==> config.mk <==
export PLATFORM = sky130hd
export DESIGN_NAME = srtl_ctrl
export DESIGN_NICKNAME = d
export VERILOG_FILES = /design/src/design/srtl_pkg.sv /design/src/design/srtl_ctrl.sv
export SDC_FILE = /design/constraint.sdc
export NUM_CORES = 1
export LEC_CHECK = 0
export ABC_AREA = 0
export BUFFER_PORTS_ARGS = -buffer_cell sky130_fd_sc_hd__buf_2
export CAP_MARGIN = 20
export CELL_PAD_IN_SITES_DETAIL_PLACEMENT = 0
export CELL_PAD_IN_SITES_GLOBAL_PLACEMENT = 1
export CORE_ASPECT_RATIO = 2
export CORE_UTILIZATION = 43
export CTS_CLUSTER_SIZE = 40
export DETAILED_ROUTE_END_ITERATION = 10
export GPL_TIMING_DRIVEN = 1
export HOLD_SLACK_MARGIN = 0.08
export PLACE_DENSITY = 0.83
export SLEW_MARGIN = 20
export SYNTH_ARGS = -nofsm -noshare
export SYNTH_HDL_FRONTEND = slang
export SYNTH_SLANG_ARGS = --single-unit
==> constraint.sdc <==
create_clock -name i_clk -period 3.5 [get_ports i_clk]
set_input_delay 0.525 -clock i_clk [delete_from_list [all_inputs] [get_ports i_clk]]
set_output_delay 0.525 -clock i_clk [all_outputs]
set_load 0.02 [all_outputs]
==> src/design/srtl_pkg.sv <==
// shared types and constants for the sorted record table
`default_nettype none
package srtl_pkg;
    localparam int CAPACITY_DEF = 64;

    localparam logic [1:0] OP_CLEAR  = 2'd0;
    localparam logic [1:0] OP_INSERT = 2'd1;
    localparam logic [1:0] OP_QUERY  = 2'd2;

    localparam logic [2:0] ST_MATCH    = 3'd0;
    localparam logic [2:0] ST_NOMATCH  = 3'd1;
    localparam logic [2:0] ST_INSERTED = 3'd2;
    localparam logic [2:0] ST_FULL     = 3'd3;
    localparam logic [2:0] ST_CLEARED  = 3'd4;

    typedef struct packed {
        logic [1:0]  op;
        logic [63:0] name_w0;
        logic [63:0] name_w1;
        logic [63:0] name_w2;
        logic [47:0] name_w3;
        logic signed [15:0] birth_year;
        logic [63:0] country_w0;
        logic [15:0] country_w1;
        logic [63:0] title_w0;
        logic [63:0] title_w1;
        logic [31:0] title_w2;
    } t_in_word;

    typedef struct packed {
        logic [2:0]  status;
        logic [63:0] out_name_w0;
        logic [63:0] out_name_w1;
        logic [63:0] out_name_w2;
        logic [47:0] out_name_w3;
        logic signed [15:0] out_year;
        logic [63:0] out_country_w0;
        logic [15:0] out_country_w1;
        logic [63:0] out_title_w0;
        logic [63:0] out_title_w1;
        logic [31:0] out_title_w2;
        logic        last;
    } t_out_word;

    // one stored record: name, year, country
    typedef struct packed {
        logic [239:0] name;
        logic [15:0]  year;
        logic [79:0]  country;
    } t_rec;

    // controller to datapath commands
    typedef struct packed {
        logic load;     // capture input word, normalize name
        logic rd;       // read memory at rd_addr
        logic wr_shift; // write memory at wr_addr with last read data
        logic wr_new;   // write memory at wr_addr with input record
        logic emit;     // load the result register
        logic fin;      // mark the held result as last
    } t_cmd;

    // datapath to controller status
    typedef struct packed {
        logic lt; // read entry less than key
        logic eq; // read entry equal to key
    } t_sts;

    // zero every byte after the first zero byte
    function automatic logic [239:0] normalize(input logic [239:0] k);
        logic [239:0] r;
        logic ended;
        r = '0;
        ended = 1'b0;
        for (int b = 29; b >= 0; b--) begin
            if (k[b*8 +: 8] == 8'd0) begin
                ended = 1'b1;
            end
            r[b*8 +: 8] = ended ? 8'd0 : k[b*8 +: 8];
        end
        return r;
    endfunction
endpackage
`default_nettype wire

==> src/design/srtl_ctrl.sv <==
// controller: binary search, insert shift and match scan sequencing
`default_nettype none
module srtl_ctrl #(
    parameter int CAPACITY = srtl_pkg::CAPACITY_DEF,
    parameter int AW = (CAPACITY > 1) ? $clog2(CAPACITY) : 1,
    parameter int CW = $clog2(CAPACITY + 1)
) (
    input  wire                 i_clk,
    input  wire                 i_rst_n,
    input  wire                 i_start,
    input  wire [1:0]           i_op,
    input  wire srtl_pkg::t_sts i_sts,
    output srtl_pkg::t_cmd      o_cmd,
    output logic [AW-1:0]       o_rd_addr,
    output logic [AW-1:0]       o_wr_addr,
    output logic [2:0]          o_status,
    output logic                o_last,
    output logic                o_busy,
    output logic                o_valid,
    output logic [CW-1:0]       o_count
);
    typedef enum logic [3:0] {
        S_IDLE, S_SRCH, S_SWAIT, S_SCMP, S_SHRD, S_SHWR, S_INS,
        S_QRD, S_QWAIT, S_QCMP, S_QCAP, S_QEMIT, S_DONE
    } t_state;

    t_state r_state, n_state;
    logic [CW-1:0] r_lo, n_lo, r_hi, n_hi, r_cnt, n_cnt, r_idx, n_idx;
    logic [1:0] r_op, n_op;
    logic r_any, n_any;
    logic r_valid, n_valid;
    srtl_pkg::t_cmd n_cmd;
    logic [2:0] n_status;
    logic n_last;
    logic [CW-1:0] w_mid;

    assign w_mid = r_lo + ((r_hi - r_lo) >> 1);

    always_comb begin
        n_state = r_state; n_lo = r_lo; n_hi = r_hi; n_cnt = r_cnt;
        n_idx = r_idx; n_op = r_op; n_any = r_any; n_valid = 1'b0;
        n_cmd = '0; n_status = srtl_pkg::ST_MATCH; n_last = 1'b1;
        o_rd_addr = '0; o_wr_addr = '0;
        case (r_state)
            S_IDLE: begin
                if (i_start) begin
                    n_cmd.load = 1'b1;
                    n_op = i_op;
                    n_lo = '0; n_hi = r_cnt; n_any = 1'b0;
                    if (i_op == srtl_pkg::OP_CLEAR) begin
                        n_cnt = '0; n_cmd.emit = 1'b1; n_valid = 1'b1;
                        n_status = srtl_pkg::ST_CLEARED;
                        n_state = S_DONE;
                    end else if (i_op == srtl_pkg::OP_INSERT) begin
                        if (r_cnt >= CW'(CAPACITY)) begin
                            n_cmd.emit = 1'b1; n_valid = 1'b1;
                            n_status = srtl_pkg::ST_FULL;
                            n_state = S_DONE;
                        end else begin
                            n_state = S_SRCH;
                        end
                    end else if (i_op == srtl_pkg::OP_QUERY) begin
                        n_state = S_SRCH;
                    end
                end
            end
            S_SRCH: begin
                if (r_lo < r_hi) begin
                    n_cmd.rd = 1'b1; o_rd_addr = w_mid[AW-1:0];
                    n_state = S_SWAIT;
                end else if (r_op == srtl_pkg::OP_INSERT) begin
                    n_idx = r_cnt; n_state = S_SHRD;
                end else begin
                    n_idx = r_lo; n_state = S_QRD;
                end
            end
            S_SWAIT: n_state = S_SCMP;
            S_SCMP: begin
                if (i_sts.lt || (r_op == srtl_pkg::OP_INSERT && i_sts.eq)) begin
                    n_lo = w_mid + CW'(1);
                end else begin
                    n_hi = w_mid;
                end
                n_state = S_SRCH;
            end
            S_SHRD: begin
                if (r_idx > r_lo) begin
                    n_cmd.rd = 1'b1;
                    o_rd_addr = AW'(r_idx - CW'(1));
                    n_state = S_SHWR;
                end else begin
                    n_state = S_INS;
                end
            end
            S_SHWR: begin
                n_cmd.wr_shift = 1'b1; o_wr_addr = r_idx[AW-1:0];
                n_idx = r_idx - CW'(1);
                n_state = S_SHRD;
            end
            S_INS: begin
                n_cmd.wr_new = 1'b1; o_wr_addr = r_lo[AW-1:0];
                n_cnt = r_cnt + CW'(1);
                n_cmd.emit = 1'b1; n_valid = 1'b1;
                n_status = srtl_pkg::ST_INSERTED;
                n_state = S_DONE;
            end
            S_QRD: begin
                if (r_idx < r_cnt) begin
                    n_cmd.rd = 1'b1; o_rd_addr = r_idx[AW-1:0];
                    n_state = S_QWAIT;
                end else begin
                    n_state = S_QEMIT;
                end
            end
            S_QWAIT: n_state = S_QCMP;
            S_QCMP: begin
                if (i_sts.eq) begin
                    // another match: the held one is shown, not last
                    n_valid = r_any;
                    n_state = S_QCAP;
                end else begin
                    n_state = S_QEMIT;
                end
            end
            S_QCAP: begin
                // hold the match in the result register until the next compare
                n_cmd.emit = 1'b1;
                n_status = srtl_pkg::ST_MATCH;
                n_last = 1'b0;
                n_any = 1'b1;
                n_idx = r_idx + CW'(1);
                n_state = S_QRD;
            end
            S_QEMIT: begin
                if (r_any) begin
                    // scan ended: show the held match as last
                    n_cmd.fin = 1'b1; n_valid = 1'b1;
                    n_state = S_DONE;
                end else begin
                    n_cmd.emit = 1'b1; n_valid = 1'b1;
                    n_status = srtl_pkg::ST_NOMATCH;
                    n_state = S_DONE;
                end
            end
            S_DONE: n_state = S_IDLE;
            default: n_state = S_IDLE;
        endcase
    end

    // state and registered outputs
    always_ff @(posedge i_clk) begin
        if (!i_rst_n) begin
            r_state <= S_IDLE; r_cnt <= '0; r_valid <= 1'b0;
            r_lo <= '0; r_hi <= '0; r_idx <= '0; r_op <= '0; r_any <= 1'b0;
        end else begin
            r_state <= n_state; r_cnt <= n_cnt; r_valid <= n_valid;
            r_lo <= n_lo; r_hi <= n_hi; r_idx <= n_idx; r_op <= n_op;
            r_any <= n_any;
        end
    end

    assign o_cmd = n_cmd;
    assign o_status = n_status;
    assign o_last = n_last;
    assign o_busy = (r_state != S_IDLE);
    assign o_valid = r_valid;
    assign o_count = r_cnt;
endmodule
`default_nettype wire

==> results of run 1 <==
kinds of logic after synthesis:
group	count (synthesis)
buffers and inverters	52
and+or+nand+nor	167
adders and majority gates	34
DFF	36
AOI/OAI and AO/OA	131
muxes	2
xor gates and xnor gates	19
power groups by stage:
stage,sequential (mW),clock [mW],combinational [mW]
4_1_cts,0.648,0.536,1.83
6_report,0.658,0.534,2.00
3_3_place_gp,0.654,0,1.70
5_1_grt,0.671,0.550,2.17
3_5_place_dp,0.654,0,1.72
2_1_floorplan,0.549,0,1.32
per-layer routing:
| layer | GRT usage, % | wire (um) | vias up |
|---|---|---|---|
| li1 | - | - | 1709 |
| met1 | 31.43 | 4233 | 1645 |
| met2 | 52.13 | 6264 | 110 |
| met3 | 2.473 | 340 | 35 |
| met4 | 16.58 | 541 | 0 |
| met5 | 0 | 0 | - |
path summary, 6_finish.rpt:
check | end | slack (ns) | depth (start not counted)
setup reg to reg | r_lo[6] | 0.09 | 17
hold / removal | r_op[0] | 0.49 | 2
setup / recovery | o_rd_addr[5] | -0.09 | 14
hold reg to reg | r_op[0] | 0.49 | 2
tightest hold or removal path: stages (launching register included):
cell and delay [ns]:
dfxtp_1 0.32, nand2_1 0.05, a21oi_1 0.06
synth_stat cells (all sizes together) (3+ instances only):
| cell type | number | area share, % |
|---|---|---|
| nor2b | 3 | 0.58 |
| a311oi | 3 | 0.81 |
| and2 | 3 | 0.58 |
| nand2b | 5 | 0.97 |
| nor3b | 4 | 1.3 |
| a21oi | 46 | 7.1 |
| ha | 32 | 12 |
| and3 | 4 | 0.77 |
| or3 | 5 | 0.97 |
| clkbuf | 13 | 1.5 |
| nand4 | 6 | 1.2 |
| nor2 | 43 | 5.0 |
| inv | 31 | 3.6 |
| nand3b | 3 | 0.70 |
| a22oi | 5 | 1.2 |
| o22a | 3 | 0.81 |
| o21ai | 26 | 4.4 |
| xnor2 | 12 | 3.2 |
| xor2 | 7 | 1.9 |
| a211oi | 4 | 0.93 |
| or2 | 3 | 0.58 |
| o311ai | 7 | 1.9 |
| a21boi | 3 | 0.81 |
| o211ai | 3 | 0.70 |
| nor3 | 8 | 1.2 |
| dfxtp | 36 | 22 |
| nand2 | 57 | 6.8 |
| buf | 8 | 1.5 |
| nand3 | 15 | 2.3 |
| o22ai | 8 | 1.5 |
| a31oi | 4 | 0.77 |
cell type report:
cell class                      instances  area, um2  share of cell area [%]
Multi-Input combinational cell        353       2456                   61.00
Sequential cell                        36      728.2                   18.09
Timing Repair Buffer                   71      442.9                   11.00
Clock buffer                            5      125.1                   3.108
Inverter                               31      116.4                   2.890
Tap cell                               92      115.1                   2.859
Clock inverter                          3      42.54                   1.057
registers in the layout, indices dropped and copies added (netlist names):
name / cells
r_lo: 7
r_op: 2
r_any: 1
r_idx: 7
r_state: 4
o_valid: 1
o_count: 7
r_hi: 7
timing repair:
| action | 4_1_cts | 5_1_grt |
|---|---|---|
| gates resized for setup | 18 | 20 |
| endpoints found under the hold margin | 0 | 0 |
| buffers inserted | 7 | 5 |
| gates cloned | 0 | 0 |
| setup endpoints to repair | 2 | 5 |
| pin swaps | 11 | 17 |
==> metrics.cfg, run 1 <==
[final_layout]
fin_area_mm2 = 0.004026
areaGrowthSynthToFinish_pct = 24.44
final_cell_mix = nand2_1 (56), nor2_1 (43), a21oi_1 (42)
drive_gt1_share_pct = 23.65
antenna_cells = 0
final_core_util_pct = 55.41
nNetsFinal = 539
final_common_cell = nand2_1
fill_cells = 759
fin_cells = 591

[floorplan]
core-area_mm2 = 0.007267
ios = 38
die_y_um = 124.7
dieArea_mm2 = 0.007896
start_util_pct = 44.52
dieWidth_um = 63.34
rows = 44

[route]
first_pass_iters = 4
antenna_left = 0
via_per_inst = 5.920
finalWirelength_mm = 11.38
vias = 3499
drcViolationCount = 0
dr.first_iter.drc_count = 168
wire_per_inst_um = 19.25

[worst_setup_path]
crit_family = compound AO/OA/AOI/OAI gates
endpoint_kind = output port
r2r_start = r_hi[0]
critPathSlowestCell = a221o_1
cp.arrival_ns = 3.07
max_stage_delay_ns = 0.35
crit_top_cell = inv_2
crit_chain = inv_2 -> ha_4 -> inv_2 -> fa_2 -> a21o_1 -> a21oi_2 -> xnor2_1 -> ha_1 -> and2_4 -> a221o_1 -> xor2_2 -> a22oi_1 -> o21ai_1 -> buf_4
worstPathMaxFanout = 3
worst-endpoint-required_ns = 2.97
setup.worst_path.class = reg -> out
worstSetupStartpoint = r_hi[0]
start_kind = register
timing.critical_path.buf_inv = 3

[yosys]
ys_types = 64
synth_fa_ha_area_share_pct = 13.61
synth_edf_count = 0
ys_warn_count = 0
muxShareOfSynthArea_pct = 0.6187
synthArstFlopShare_pct = 0
yosys.area_share.simple_pct = 25.64
synth_nets = 482
synth_xor_area_share_pct = 5.143
ys_ff_latch = 36
ys.flop_type = dfxtp_1
syn_inst = 441
synth_top_family_by_area = compound AO/OA/AOI/OAI gates
synth_compound_area_share_pct = 26.14
ys_seq_area_share_pct = 22.27
synth_area_mm2 = 0.003236
synth.avg_cell_area_um2 = 7.337

[place]
dpl_worst_slack_ns = 0.009565
dpl_cell_area_mm2 = 0.003612
io_buffer_count = 37
place_hpwl_mm = 8.519
place_congestion = 0.9010
place_inst = 572

[timing]
setup_tns_ns = -0.09055
post-route-min-period_ns = 3.591
finalSetupViolCount = 1
clock_skew_ns = 0.008972
tightest_slew_ns = 0.7849
fin_crit_sh_pct = 102.6
rsz0062_at_grt = yes
whs_ns = 0.4872
maxSlewHeadroom_pct = 47.62
fin_ws_ns = -0.09055
fmax_mhz = 278.5
hold_viol_final = 0
maxSlewViolCount = 0

[power_and_ir_drop]
powerDensity_mw_per_mm2 = 792.0
p_leak_nw = 1.712
power_switching_mw = 1.516
switching_share_pct = 47.53
ir_drop_mv = 0.4874
p_int_mw = 1.673
finalPower_mw = 3.189
pwr-share-comb_pct = 62.6
clockPowerShare_pct = 16.7
seqPwrFrac_pct = 20.6

[grt]
grt_pass1_wl_mm = 17.39
grt_max_degree = 23
antenna_found_initial = 0
grt_overflow_total = 0
grt_usage_pct = 28.78
grt_pass1_vias = 3274

[clocking]
cts_tree = yes
cts-root-buf = clkbuf_16
clock_sinks = 36
path_clk_slew_ns = 0.07
clock_latency_ns = 0.29
htreeDepth = 2
cts_made_buffers = 5
cts_hold_buffers = 0
clk_path_buf_depth = 2

[run_status]
status = finished with violations
violations = setup timing

[hold_path]
hp-class = reg -> reg
hp-start = r_op[0]

[run]
max-cap-violations = 0

Power figures use the tool's default switching activity.
==> inputs of run 2 (changes only) <==
CORE_MARGIN = 4   (was not set)
SLEW_MARGIN = not set   (was 20)
==> run 2 against run 1 <==
Compared with the run above: critical path type unchanged; utilization down 1.7 points; largest power group unchanged; power down 3.3%; the run still ends with setup timing left; hold slack worse by 0.020 ns.
==> metrics.cfg, run 2 (synthesis results as in run 1) <==
[place]
place_congestion = 0.9203  ; was 0.9010
place_hpwl_mm = 8.466  ; was 8.519 mm
io_buffer_count = 37  ; unchanged

[timing]
clock_skew_ns = 0.005258  ; was 0.008972 ns
tightest_slew_ns = 0.7822  ; was 0.7849 ns
whs_ns = 0.4667  ; was 0.4872 ns
hold_viol_final = 0  ; unchanged
fin_ws_ns = -0.06044  ; was -0.09055 ns
finalSetupViolCount = 2  ; was 1
fin_crit_sh_pct = 101.7  ; was 102.6%
post-route-min-period_ns = 3.560  ; was 3.591 ns
maxSlewViolCount = 0  ; unchanged
maxSlewHeadroom_pct = 47.79  ; was 47.62%
rsz0062_at_grt = yes  ; unchanged
fmax_mhz = 280.9  ; was 278.5 MHz

[worst_setup_path]
endpoint_kind = output port  ; unchanged
r2r_cells = 16  ; was 17
crit_chain = inv_2 -> ha_4 -> a21oi_2 -> inv_1 -> a21oi_1 -> xnor2_1 -> ha_1 -> a21oi_2 -> nand2_2 -> a221o_1 -> xor2_2 -> a22oi_1 -> o21ai_1 -> buf_4  ; was inv_2 -> ha_4 -> inv_2 -> fa_2 -> a21o_1 -> a21oi_2 -> xnor2_1 -> ha_1 -> and2_4 -> a221o_1 -> xor2_2 -> a22oi_1 -> o21ai_1 -> buf_4
worstSetupStartpoint = r_lo[1]  ; was r_hi[0]
crit_family = compound AO/OA/AOI/OAI gates  ; unchanged
timing.critical_path.buf_inv = 3  ; unchanged
r2r_start = r_hi[0]  ; unchanged
max_stage_delay_ns = 0.36  ; was 0.35 ns
r2r_slack_ns = 0.16  ; was 0.09 ns
start_kind = register  ; unchanged
path_depth = 14  ; unchanged
setup.worst_path.class = reg -> out  ; unchanged
critPathSlowestCell = a221o_1  ; unchanged
r2r-end = r_lo[6]  ; unchanged
worst-endpoint-required_ns = 2.97  ; about the same
cp.arrival_ns = 3.04  ; was 3.07 ns
crit_top_cell = a21oi_2  ; was inv_2
worstPathMaxFanout = 4  ; was 3

[floorplan]
start_util_pct = 44.19  ; was 44.52%
ios = 38  ; unchanged
rows = 44  ; unchanged
die_y_um = 130.7  ; was 124.7 um
dieWidth_um = 69.34  ; was 63.34 um
dieArea_mm2 = 0.009060  ; was 0.007896 mm2
core-area_mm2 = 0.007322  ; was 0.007267 mm2

[clocking]
htreeDepth = 2  ; unchanged
cts_hold_buffers = 0  ; unchanged
clock_sinks = 36  ; unchanged
path_clk_slew_ns = 0.06  ; was 0.07 ns
cts_made_buffers = 5  ; unchanged
cts-root-buf = clkbuf_16  ; unchanged
cts_tree = yes  ; unchanged
clk_path_buf_depth = 2  ; unchanged
clock_latency_ns = 0.29  ; about the same

[hold_path]
holdPathEnd = r_op[1]  ; was r_op[0]
hp-class = reg -> reg  ; unchanged
min_path_cells = 2  ; unchanged
hp-start = r_op[1]  ; was r_op[0]

[power_and_ir_drop]
finalPower_mw = 3.084  ; was 3.189 mW
powerDensity_mw_per_mm2 = 784.1  ; was 792.0 mW/mm2
ir_drop_mv = 0.3922  ; was 0.4874 mV
p_leak_nw = 1.658  ; was 1.712 nW

[route]
vias = 3471  ; was 3499
drcViolationCount = 0  ; unchanged
via_per_inst = 5.995  ; was 5.920
first_pass_iters = 5  ; was 4
finalWirelength_mm = 10.95  ; was 11.38 mm
dr.first_iter.drc_count = 216  ; was 168
wire_per_inst_um = 18.91  ; was 19.25 um
antenna_left = 0  ; unchanged

[final_layout]
areaGrowthSynthToFinish_pct = 21.58  ; was 24.44%
antenna_cells = 0  ; unchanged
final_common_cell = nand2_1  ; unchanged
fill_cells = 733  ; was 759
nNetsFinal = 527  ; was 539
drive_gt1_share_pct = 21.97  ; was 23.65%
final_core_util_pct = 53.73  ; was 55.41%
final_cell_mix = nand2_1 (55), a21oi_1 (42), nor2_1 (41)  ; was nand2_1 (56), nor2_1 (43), a21oi_1 (42)

[run_status]
violations = setup timing  ; unchanged
status = finished with violations  ; unchanged

[grt]
grt_max_degree = 23  ; unchanged
antenna_found_initial = 0  ; unchanged
grt_overflow_total = 0  ; unchanged
grt_pass1_wl_mm = 17.35  ; was 17.39 mm
grt_pass1_vias = 3351  ; was 3274
grt_usage_pct = 24.58  ; was 28.78%

[run]
max-cap-violations = 0  ; unchanged

run 2: cell types whose count changed in the layout (fill, tap and decap cells not counted), sizes merged:
cell	delta
buf	-12
run 2: layout make-up:
type / count / area [um2] / share of cell area [%]
inverters: 31 / 118.9 / 3.022
clock buffers: 5 / 125.1 / 3.181
multi-input cells: 353 / 2455 / 62.40
flip-flops and latches: 36 / 724.4 / 18.42
well taps: 92 / 115.1 / 2.926
repair buffers: 59 / 352.8 / 8.969
clock inverters: 3 / 42.54 / 1.081
run 2: where the power goes:
part / switching (mW) / internal (mW)
clock network: 0.183 / 0.335
registers: 0.167 / 0.487
logic: 1.12 / 0.791
total: 1.47 / 1.61
run 2: per-layer routing:
layer / vias to the layer above / track usage (%) / wire length (um)
li1: 1681 / - / -
met1: 1655 / 24.68 / 3952
met2: 98 / 47.35 / 5977
met3: 37 / 2.527 / 326
met4: 0 / 16.00 / 692
met5: - / 0 / 0
run 2: worst max-delay path by stage:
| stage | slack [ns] | endpoint |
|---|---|---|
| after floorplan | 0.16 | o_rd_addr[5] |
| after global placement | 0.1 | o_rd_addr[5] |
| after detailed placement | 0.02 | r_lo[6] |
| after CTS | -0.03 | o_rd_addr[5] |
| after global routing | -0.21 | o_rd_addr[5] |
| final | -0.06 | o_rd_addr[5] |
run 2: per-stage QoR:
step                worst slack (ns)  instances  setup TNS (ns)  cell area, um2
floorplan                     0.1557        441               0            3236
global placement             0.09910        568               0            3582
detailed placement           0.02397        568               0            3582
CTS                         -0.02553        578        -0.03856            3862
global route                 -0.2121        579         -0.4338            3934
finish                      -0.06044        579        -0.06661            3934
run 2: timing repair:
| action | in CTS | in global routing |
|---|---|---|
| setup endpoints to repair | 2 | 3 |
| resized for setup | 20 | 19 |
| setup buffers | 3 | 1 |
| pin swaps | 10 | 8 |
run 2: worst min-delay path, delay by kind of cell, from the launching register on:
kind	cells	cell delay (ns)
simple gates	1	0.06
compound gates	1	0.05
flops	1	0.31
==> inputs of run 3 (changes only) <==
ABC_AREA = 1   (was 0)
CORE_UTILIZATION = 42   (was 43)
PLACE_DENSITY = 0.84   (was 0.83)
==> run 3 against run 2 <==
Compared with the run above: the flow now finishes without violations; synthesized cell count rose by 19%; register-to-register slack improved by 0.44 ns; global-route usage fell by 0.61 points; design area fell by 2.9%; die area rose by 4.1%; sequential share of layout area rose by 0.61 points; synthesized area rose by 2.1%; combinational power rose by 27%; critical path depth fell by 2; clock power barely moved; power rose by 17%; critical path type unchanged; critical endpoint is now o_rd_addr[4]; largest power group unchanged.
==> metrics.cfg, run 3 <==
[power_and_ir_drop]
seqPwrFrac_pct = 18.5  ; was 21.2%
p_leak_nw = 1.886  ; was 1.658 nW
powerDensity_mw_per_mm2 = 943.9  ; was 784.1 mW/mm2
clockPowerShare_pct = 14.4  ; was 16.8%
pwr-share-comb_pct = 67.1  ; was 62.0%
p_int_mw = 1.686  ; was 1.612 mW
power_switching_mw = 1.920  ; was 1.472 mW
finalPower_mw = 3.606  ; was 3.084 mW
switching_share_pct = 53.24  ; was 47.72%
ir_drop_mv = 0.5684  ; was 0.3922 mV

[timing]
post-route-min-period_ns = 3.376  ; was 3.560 ns
fmax_mhz = 296.2  ; was 280.9 MHz
setup_tns_ns = 0  ; was -0.06661 ns
maxSlewViolCount = 0  ; unchanged
maxSlewHeadroom_pct = 55.25  ; was 47.79%
whs_ns = 0.4702  ; was 0.4667 ns
rsz0062_at_grt = no  ; was yes
finalSetupViolCount = 0  ; was 2
tightest_slew_ns = 0.6706  ; was 0.7822 ns
hold_viol_final = 0  ; unchanged
fin_ws_ns = 0.1240  ; was -0.06044 ns
fin_crit_sh_pct = 96.46  ; was 101.7%
clock_skew_ns = 0.006195  ; was 0.005258 ns

[place]
dpl_worst_slack_ns = 0.2106  ; was 0.02397 ns
place_congestion = 0.9434  ; was 0.9203
place_inst = 650  ; was 568
place_hpwl_mm = 8.902  ; was 8.466 mm
dpl_cell_area_mm2 = 0.003582  ; unchanged
io_buffer_count = 37  ; unchanged

[grt]
grt_max_degree = 19  ; was 23
grt_overflow_total = 0  ; unchanged
grt_usage_pct = 23.97  ; was 24.58%
antenna_found_initial = 0  ; unchanged
grt_pass1_vias = 3588  ; was 3351
grt_pass1_wl_mm = 17.77  ; was 17.35 mm

[worst_setup_path]
r2r_slack_ns = 0.60  ; was 0.16 ns
worst-endpoint-required_ns = 2.97  ; about the same
endpoint_kind = output port  ; unchanged
r2r_start = r_lo[0]  ; was r_hi[0]
worstSetupStartpoint = r_lo[0]  ; was r_lo[1]
r2r-end = r_lo[6]  ; unchanged
start_kind = register  ; unchanged
worstPathMaxFanout = 5  ; was 4
setup.worst_path.class = reg -> out  ; unchanged
r2r_cells = 14  ; was 16
cp.arrival_ns = 2.85  ; was 3.04 ns

[floorplan]
ios = 38  ; unchanged
rows = 45  ; was 44
die_y_um = 133.4  ; was 130.7 um
core-area_mm2 = 0.007657  ; was 0.007322 mm2
start_util_pct = 43.14  ; was 44.19%
dieWidth_um = 70.71  ; was 69.34 um
dieArea_mm2 = 0.009434  ; was 0.009060 mm2

[yosys]
synth_top_area_cell = dfxtp_1  ; unchanged
synthTopCellsByArea = dfxtp_1 (22%), nand2_1 (15%), ha_1 (12%)  ; was dfxtp_1 (22%), ha_1 (12%), a21oi_1 (7.1%)
ys_ff_latch = 36  ; unchanged
synth_area_mm2 = 0.003303  ; was 0.003236 mm2
ys.flop_type = dfxtp_1  ; unchanged
synth_nets = 566  ; was 482
synth_edf_count = 0  ; unchanged
synth_commonest_cells = nand2_1 (136), inv_1 (73), nor2_1 (46)  ; was nand2_1 (56), a21oi_1 (46), nor2_1 (43)
ys_types = 39  ; was 64
synth.avg_cell_area_um2 = 6.292  ; was 7.337 um2
synthArstFlopShare_pct = 0  ; unchanged
syn_inst = 525  ; was 441
yosysMostFrequentCell = nand2_1  ; unchanged
ys_seq_area_share_pct = 21.82  ; was 22.27%
synth_top_area_share_pct = 21.82  ; was 22.27%
ys_warn_count = 0  ; unchanged

[clocking]
cts_made_buffers = 5  ; unchanged
clock_latency_ns = 0.29  ; about the same
cts_tree = yes  ; unchanged
cts-root-buf = clkbuf_16  ; unchanged
clk_path_buf_depth = 2  ; unchanged
postCtsSetupBuffers = 0  ; was 3
clock_sinks = 36  ; unchanged
htreeDepth = 2  ; unchanged
path_clk_slew_ns = 0.06  ; about the same

[final_layout]
fin_cells = 658  ; was 579
areaGrowthSynthToFinish_pct = 15.64  ; was 21.58%
antenna_cells = 0  ; unchanged
drive_gt1_share_pct = 16.13  ; was 21.97%
fin_area_mm2 = 0.003820  ; was 0.003934 mm2
final_core_util_pct = 49.89  ; was 53.73%
final_common_cell = nand2_1  ; unchanged
final_cell_mix = nand2_1 (134), inv_1 (71), nor2_1 (46)  ; was nand2_1 (55), a21oi_1 (42), nor2_1 (41)
nNetsFinal = 604  ; was 527

[route]
antenna_left = 0  ; unchanged
wl_met1_mm = 3.985  ; was 3.952 mm
first_pass_iters = 6  ; was 5
drcViolationCount = 0  ; unchanged
wire_per_inst_um = 16.88  ; was 18.91 um
dr.first_iter.drc_count = 211  ; was 216
vias = 3678  ; was 3471
route.met3.wl_um = 442  ; was 326 um
highest_layer = met4  ; unchanged
wl_met2_mm = 5.927  ; was 5.977 mm
via_per_inst = 5.590  ; was 5.995
finalWirelength_mm = 11.11  ; was 10.95 mm

[hold_path]
hp-class = reg -> reg  ; unchanged
holdPathEnd = r_op[0]  ; was r_op[1]
hp-start = r_op[0]  ; was r_op[1]
min_path_cells = 2  ; unchanged

[run]
max-cap-violations = 0  ; unchanged

[run_status]
status = completed  ; was finished with violations

==> run 3: area by class of cell <==
class	count	area [um2]
fill	831	3837
multi-input combinational	398	2285
sequential	36	726.9
inverter	82	310.3
timing repair buffer	40	212.7
clock buffer	5	125.1
tap	94	117.6
clock inverter	3	42.54
==> run 3: cell families (layout without fill, tap and decap cells) <==
group | count (synthesis) | in the layout | synth area share [%]
buffers and inverters | 91 | 130 | 10.80
AOI/OAI and AO/OA | 100 | 100 | 17.20
and+or+nand+nor | 254 | 254 | 34.20
DFF | 36 | 36 | 21.82
adders and majority gates | 34 | 34 | 13.33
xor gates and xnor gates | 10 | 10 | 2.652
==> run 3: what timing repair did <==
item                                    4_1_cts  5_1_grt
hold buffers                                  0        0
endpoints found under the setup margin        2        3
pin swaps                                     0        1
gates resized for setup                       3       16
==> run 3: power groups by stage <==
stage               Clock, mW  Combinational (mW)  Sequential, mW
finish                  0.519                2.42           0.666
floorplan                   0                1.76           0.592
global placement            0                2.26           0.660
global route            0.544                2.73           0.681
detailed placement          0                2.28           0.664
CTS                     0.527                2.31           0.657
==> run 3: worst max-delay path by stage <==
stage	endpoint	depth (start not counted)
floorplan	o_rd_addr[5]	16
global placement	o_rd_addr[5]	16
detailed placement	o_rd_addr[5]	17
CTS	o_rd_addr[4]	18
global route	o_rd_addr[5]	17
finish	o_rd_addr[4]	12
==> run 3: worst max-delay path, stage by stage (launching register included) <==
cell and delay [ns]:
dfxtp_4 0.36, ha_1 0.20, inv_1 0.09, fa_2 0.44
ha_1 0.26, fa_2 0.40, nand3_1 0.13, nand3b_1 0.12
nand2_2 0.14, inv_1 0.09, nand2_1 0.08, o211ai_1 0.09
buf_4 0.17
==> run 3: layer usage <==
layer | GRT usage (%) | up-vias
met5 | 0 | -
met4 | 16.42 | 0
met3 | 2.870 | 44
met2 | 42.97 | 128
met1 | 25.22 | 1707
li1 | - | 1799
